===== src/sv/tcr_pkg.sv =====
`timescale 1ns / 1ps
// ---------------------------------------------------------------------------
// tcr_pkg: shared definitions for the tetrahedron circumradius alpha test
// Holds the default coordinate width, the alpha register width, the limb size
// of the pipelined multipliers and the outcome codes.
// ---------------------------------------------------------------------------
package tcr_pkg;

    localparam int COORD_WIDTH_DEF = 24;
    localparam int ALPHA_WIDTH     = 48;

    // Width of one limb in the limb-serial multipliers.
    localparam int MUL_LIMB        = 32;

    typedef logic [1:0] outcome_t;

    localparam outcome_t OUTCOME_NOT_BELOW  = 2'd0;
    localparam outcome_t OUTCOME_BELOW      = 2'd1;
    localparam outcome_t OUTCOME_DEGENERATE = 2'd2;

endpackage


===== src/sv/tcr_mul.sv =====
`timescale 1ns / 1ps
// ---------------------------------------------------------------------------
// tcr_mul: pipelined signed multiplier built from limb products
// The magnitudes are split into limbs. Each stage forms one row of limb
// products of A against all of B and adds the previous row into the
// accumulator; the sign is applied in the last stage.
// ---------------------------------------------------------------------------
module tcr_mul
    import tcr_pkg::*;
#(
    parameter int AW = 32,
    parameter int BW = 32
)
(
    input  logic                    clk,
    input  logic                    en,
    input  logic signed [AW-1:0]    a,
    input  logic signed [BW-1:0]    b,
    output logic signed [AW+BW-1:0] p
);

    localparam int NA   = (AW + MUL_LIMB - 1) / MUL_LIMB;
    localparam int NB   = (BW + MUL_LIMB - 1) / MUL_LIMB;
    localparam int AP   = NA * MUL_LIMB;
    localparam int BP   = NB * MUL_LIMB;
    localparam int RW   = BP + MUL_LIMB;
    localparam int ACCW = AP + BP;
    localparam int PW   = AW + BW;
    localparam int NS   = NA + 2;

    logic [AW-1:0]   a_abs;
    logic [BW-1:0]   b_abs;

    logic [AP-1:0]   a_reg   [NS];
    logic [BP-1:0]   b_reg   [NS];
    logic            neg_reg [NS];
    logic [RW-1:0]   ev_reg  [NS];
    logic [RW-1:0]   od_reg  [NS];
    logic [ACCW-1:0] acc_reg [NS];
    logic signed [PW-1:0] p_reg;

    always_comb
    begin
        a_abs = a[AW-1] ? AW'(-a) : AW'(a);
        b_abs = b[BW-1] ? BW'(-b) : BW'(b);
    end

    always_ff @(posedge clk)
    begin
        if (en)
        begin
            a_reg[0]   <= AP'(a_abs);
            b_reg[0]   <= BP'(b_abs);
            neg_reg[0] <= a[AW-1] ^ b[BW-1];
            ev_reg[0]  <= '0;
            od_reg[0]  <= '0;
            acc_reg[0] <= '0;
        end
    end

    for (genvar k = 1; k < NS; k++)
    begin : g_stage
        // Row of A limb k-1 is formed here; row k-2 is added to the sum.
        localparam int R  = k - 1;
        localparam int RI = (R < NA) ? R : 0;
        localparam int SH = (k >= 2) ? (k - 2) * MUL_LIMB : 0;

        logic [RW-1:0]   ev_next;
        logic [RW-1:0]   od_next;
        logic [ACCW-1:0] acc_next;

        always_comb
        begin
            logic [MUL_LIMB-1:0]   a_limb;
            logic [2*MUL_LIMB-1:0] prod;
            ev_next = '0;
            od_next = '0;
            a_limb  = (R < NA) ? a_reg[k-1][RI*MUL_LIMB +: MUL_LIMB] : '0;
            for (int j = 0; j < NB; j++)
            begin
                prod = a_limb * b_reg[k-1][j*MUL_LIMB +: MUL_LIMB];
                // Even and odd limb products do not overlap among themselves.
                if (j[0])
                    od_next[j*MUL_LIMB +: 2*MUL_LIMB] = prod;
                else
                    ev_next[j*MUL_LIMB +: 2*MUL_LIMB] = prod;
            end
            acc_next = acc_reg[k-1] + (ACCW'(ev_reg[k-1]) << SH)
                                    + (ACCW'(od_reg[k-1]) << SH);
        end

        always_ff @(posedge clk)
        begin
            if (en)
            begin
                a_reg[k]   <= a_reg[k-1];
                b_reg[k]   <= b_reg[k-1];
                neg_reg[k] <= neg_reg[k-1];
                ev_reg[k]  <= ev_next;
                od_reg[k]  <= od_next;
                acc_reg[k] <= acc_next;
            end
        end
    end

    always_ff @(posedge clk)
    begin
        if (en)
        begin
            if (neg_reg[NS-1])
                p_reg <= -$signed(PW'(acc_reg[NS-1]));
            else
                p_reg <= $signed(PW'(acc_reg[NS-1]));
        end
    end

    assign p = p_reg;

endmodule

===== config.mk =====
export PLATFORM = sky130hd
export DESIGN_NAME = tcr_mul
export DESIGN_NICKNAME = d
export VERILOG_FILES = /design/src/sv/tcr_pkg.sv /design/src/sv/tcr_mul.sv
export SDC_FILE = /design/constraint.sdc
export NUM_CORES = 2
export LEC_CHECK = 0
export BUFFER_PORTS_ARGS = -buffer_cell sky130_fd_sc_hd__buf_4
export CORE_MARGIN = 2
export CORE_UTILIZATION = 50
export CTS_CLUSTER_SIZE = 25
export DETAILED_ROUTE_END_ITERATION = 8
export GPL_ROUTABILITY_DRIVEN = 0
export MAX_ROUTING_LAYER = met4
export PLACE_DENSITY = 0.71
export SKIP_CTS_REPAIR_TIMING = 1
export SLEW_MARGIN = 10
export SYNTH_ARGS = -nofsm -noshare
export SYNTH_HDL_FRONTEND = slang
export SYNTH_SLANG_ARGS = --single-unit

===== constraint.sdc =====
create_clock -name clk -period 10.8 [get_ports clk]
set_input_delay 1.08 -clock clk [delete_from_list [all_inputs] [get_ports clk]]
set_output_delay 1.08 -clock clk [all_outputs]
set_load 0.02 [all_outputs]

* Word level (Yosys, flattened, before mapping)
Memory sizes are Yosys's and may differ from the RTL's. Index checks and enable logic that the tools add are counted.
Storage, ports and cells: register bits after elaboration 64, output and inout port bits 64, RAM bits 579, logic and storage cells 20, bits of input ports 66, memories 5
Memory list:
- acc_reg | words 3, width 64, read ports 3, clocked after Yosys merged registers in 0, write ports 3, RTL line tcr_mul.sv:39 | logic [ACCW-1:0] acc_reg [NS];
- ev_reg | words 3, width 64, read ports 2, clocked after Yosys merged registers in 0, write ports 3, RTL line tcr_mul.sv:37 | logic [RW-1:0] ev_reg [NS];
- a_reg | words 3, width 32, read ports 2, clocked after Yosys merged registers in 0, write ports 3, RTL line tcr_mul.sv:34 | logic [AP-1:0] a_reg [NS];
- b_reg | words 3, width 32, read ports 2, clocked after Yosys merged registers in 0, write ports 3, RTL line tcr_mul.sv:35 | logic [BP-1:0] b_reg [NS];
- neg_reg | words 3, width 1, read ports 3, clocked after Yosys merged registers in 0, write ports 3, RTL line tcr_mul.sv:36 | logic neg_reg [NS];
Cells by class: bitwise gates (word level) 1, muxes and demuxes 5, add/subtract/negate cells 7, $mul 1
Operators by type and width (count):
- $add A64 B64 Y64 | 2
- $add A64 B64 Y64 const B | 2
- $mul A32 B32 Y64 | 1
- $mux W32 | 2
- $mux W64 | 1
- $neg A32 Y32 | 2
- $neg A64 Y64 | 1
- $mux W1 | 2
- $xor A1 B1 Y1 | 1

* Depth between registers and ports, before layout
An unclocked memory read counts as a cell.
depth in word-level cells 3, mapped depth 29

* Least setup slack after synthesis
No wires, ideal clock.
kind register to register, start memory b_reg[0][2] (netlist bit), end memory ev_reg[0][125] (netlist bit), data pin, data required time 10.523 ns, period minus slack after synthesis 7.774 ns, cell stages (with the launch flop) 28, library setup time 0.277 ns, slack 3.026 ns, data arrival time 7.497 ns, path through edfxtp_1 > clkbuf_1 > and2_1 > fa_1 > inv_1 > fa_1 > fa_1 > fa_1 > inv_1 > fa_1 > inv_1 > fa_1 > inv_1 > fa_1 > inv_1 > fa_1 > inv_1 > ha_1 > clkbuf_1 > a21oi_1 > o21bai_1 > a221oi_1 > nor4_1 > nor3b_1 > a21oi_1 > a41o_1 > o41ai_1 > mux2i_1
RTL lines (RTL line):
- from (decl) | tcr_mul.sv:35
- to (decl) | tcr_mul.sv:37

==> run summary <==
Fillers: 7618
R2R depth: 25
Worst R2R End: ev_reg[0][125]
CP bufs+invs: 6
vias after detailed routing: 29700
total negative slack: 0 ps
fmax: 0.108 GHz
setup slack, reg-to-reg: 1580 ps
RR Startpoint: b_reg[0][6]
final setup violation count: 0
Core Area: 0.0866 mm²
# H-tree levels: 1
nets: 5586
Die H: 299 µm
Syn Nets: 5593
relative slew slack: 0.187
post-synthesis sequential area ratio: 0.178
crit share post-route: 0.853
final worst path period need: 9220 ps
io pins: 130
CTS tree: built
Crit Path Max Fanout: 32
Final HPWL DP: 87.9 mm
Starting Density: 0.504
area growth from synthesis to layout: 7.14%
CP Launch Type: register
maxcap violations: 0
Iter 0 DRT Violations: 2135
Final Hold Viols: 0
HP Start: ev_reg[0][108]
register area: 0.00778 mm²
Die Footprint: 0.0897 mm²
Max clock buf depth: 3
die width: 299 µm
hold crit path type: reg -> reg
hold_ws: 418 ps
largest net degree at the start of global routing: 105
initial antenna violation count: 3
Syn Area/Cell: 10.0 µm²
Hold Path End: acc_reg[0][172]
skew final: 41.2 ps
final WL: 110 mm
hold path depth: 0
drc violations: 0
worst slew pin tran: 1220 ps
CTS Sinks: 259
Ys Warns: 0
CP max stage delay: 1070 ps
drt via density: 5.35
first-pass GRT wire length: 177 mm
clock root buffer: clkbuf_16
WL/cell: 19.9 µm
area used by multi-input combinational logic: 0.0316 mm²
total global routing overflow: 0
Worst path slowest cell: edfxtp_1
share of cells above drive strength 1: 0.0589
Tot GR Track Use: 0.262
CP most frequent cell: fa_1
RSZ-0062 raised after global routing: no
Post-synth EDFFs: 259
vias in the first global route: 31600
Rows: 108
WP data required: 11110 ps
synthesized cell area: 0.0437 mm²
status: finished, final reports clean
clock transition at the registers of the reported paths: 60 ps
drt pass-1 iters: 5
CP Class: reg -> reg
Arr. time, crit path: 9520 ps
Post-synth top flop: edfxtp_1
Netlist cell types: 53
crit end category: register
max-slew violation count: 0
Crit path max-delay family: adder cells
Port Buf Inserts: 129
CTS Buf Count: 28
ys async rst share: 0
latest clock arrival within the worst-skew pair: 610 ps
#FFs+latches synth: 259
Post-DRT Antenna Nets: 0
Syn Inst Count: 4365
final cells by class:
type	count	share of cell area
Antenna cell	4	0.000214
Tap cell	1155	0.0309
Inverter	901	0.0723
Sequential cell	259	0.166
Multi-Input combinational cell	2975	0.676
Timing Repair Buffer	193	0.0311
Clock buffer	30	0.0151
Clock inverter	22	0.00768
synthesized netlist by cell type, drive strengths merged, types with 2 or more instances:
master	count	share of area
or3	14	0.0022
nand2b	19	0.0027
o31ai	31	0.0056
or4	25	0.0049
o211a	2	0.00046
fa	896	0.41
a21boi	2	0.00034
or2	4	0.00057
a21oi	78	0.0089
o211ai	4	0.00069
inv	901	0.077
o21ai	89	0.010
nand3b	2	0.00034
ha	266	0.076
xnor2	155	0.031
a211oi	3	0.00052
and2	574	0.082
nand4	23	0.0033
nor2	40	0.0034
a31o	2	0.00040
o221ai	2	0.00040
nor4	16	0.0023
nor3	15	0.0017
nand3	15	0.0017
o31a	2	0.00040
a31oi	12	0.0017
o41ai	24	0.0048
nand2	558	0.048
edfxtp	259	0.18
xor2	28	0.0056
o21a	6	0.0010
nor2b	5	0.00072
and4	3	0.00060
and3	10	0.0014
a21o	27	0.0046
o21bai	11	0.0019
a311oi	2	0.00040
clkbuf	229	0.020
logic make-up (layout without fill, tap and decap cells):
| logic type | Yosys count | count (layout) | share of synthesized area |
|---|---|---|---|
| other cells | 0 | 4 | 0 |
| buf+inv | 1131 | 1146 | 0.0972 |
| mux | 1 | 1 | 0.000229 |
| simple gates | 1326 | 1326 | 0.157 |
| compound gates | 303 | 303 | 0.0438 |
| fa+ha+maj | 1162 | 1162 | 0.487 |
| flops | 259 | 259 | 0.178 |
| xor+xnor | 183 | 183 | 0.0367 |
how the worst max path moves through the flow:
stage                            from             end  slack (ps)  depth (start not counted)
after CTS                 b_reg[0][6]  ev_reg[0][125]        1620                         25
final                     b_reg[0][6]  ev_reg[0][125]        1580                         25
after floorplan           b_reg[0][2]  ev_reg[0][125]        3030                         27
after global placement    b_reg[0][2]  ev_reg[0][125]        1800                         25
after global routing      b_reg[0][6]  ev_reg[0][125]        1050                         25
after detailed placement  b_reg[0][6]  ev_reg[0][125]        1650                         25
through the flow:
stage               instances  area (µm²)  setup slack, ps  utilization
global placement         5483       45700             1800        0.528
detailed placement       5483       45700             1650        0.528
global route             5538       46800             1050        0.540
floorplan                4365       43700             3030            -
finish                   5539       46800             1580        0.540
CTS                      5535       46800             1620        0.540
metal layers:
layer  routed length, µm  part of all wire  track usage  vias to the layer above
met4                3340             0.030       0.0698                        0
li1                    -                 -            -                    13200
met2               48800              0.44        0.388                     1280
met3               11600              0.10       0.0653                      188
met1               46700              0.42        0.362                    15000
met5                   0                 0            -                        -
cell usage in the layout, fill, tap and decap left out, drive strengths merged, types with 5 or more instances in the layout:
cell	netlist	routed
a21o	27	27
a21oi	78	78
a31oi	12	12
and2	574	574
and3	10	10
buf	1	193
bufinv	0	8
clkbuf	229	30
clkinv	0	10
edfxtp	259	259
fa	896	896
ha	266	266
inv	901	903
nand2	558	558
nand2b	19	19
nand3	15	15
nand4	23	23
nor2	40	40
nor2b	5	5
nor3	15	15
nor4	16	16
o21a	6	6
o21ai	89	89
o21bai	11	11
o31ai	31	31
o41ai	24	24
or3	14	14
or4	25	25
xnor2	155	155
xor2	28	28
Power is left out: the tool's default activity adds up to more than one toggle a clock period on the data nets, which glitch-free logic cannot reach.
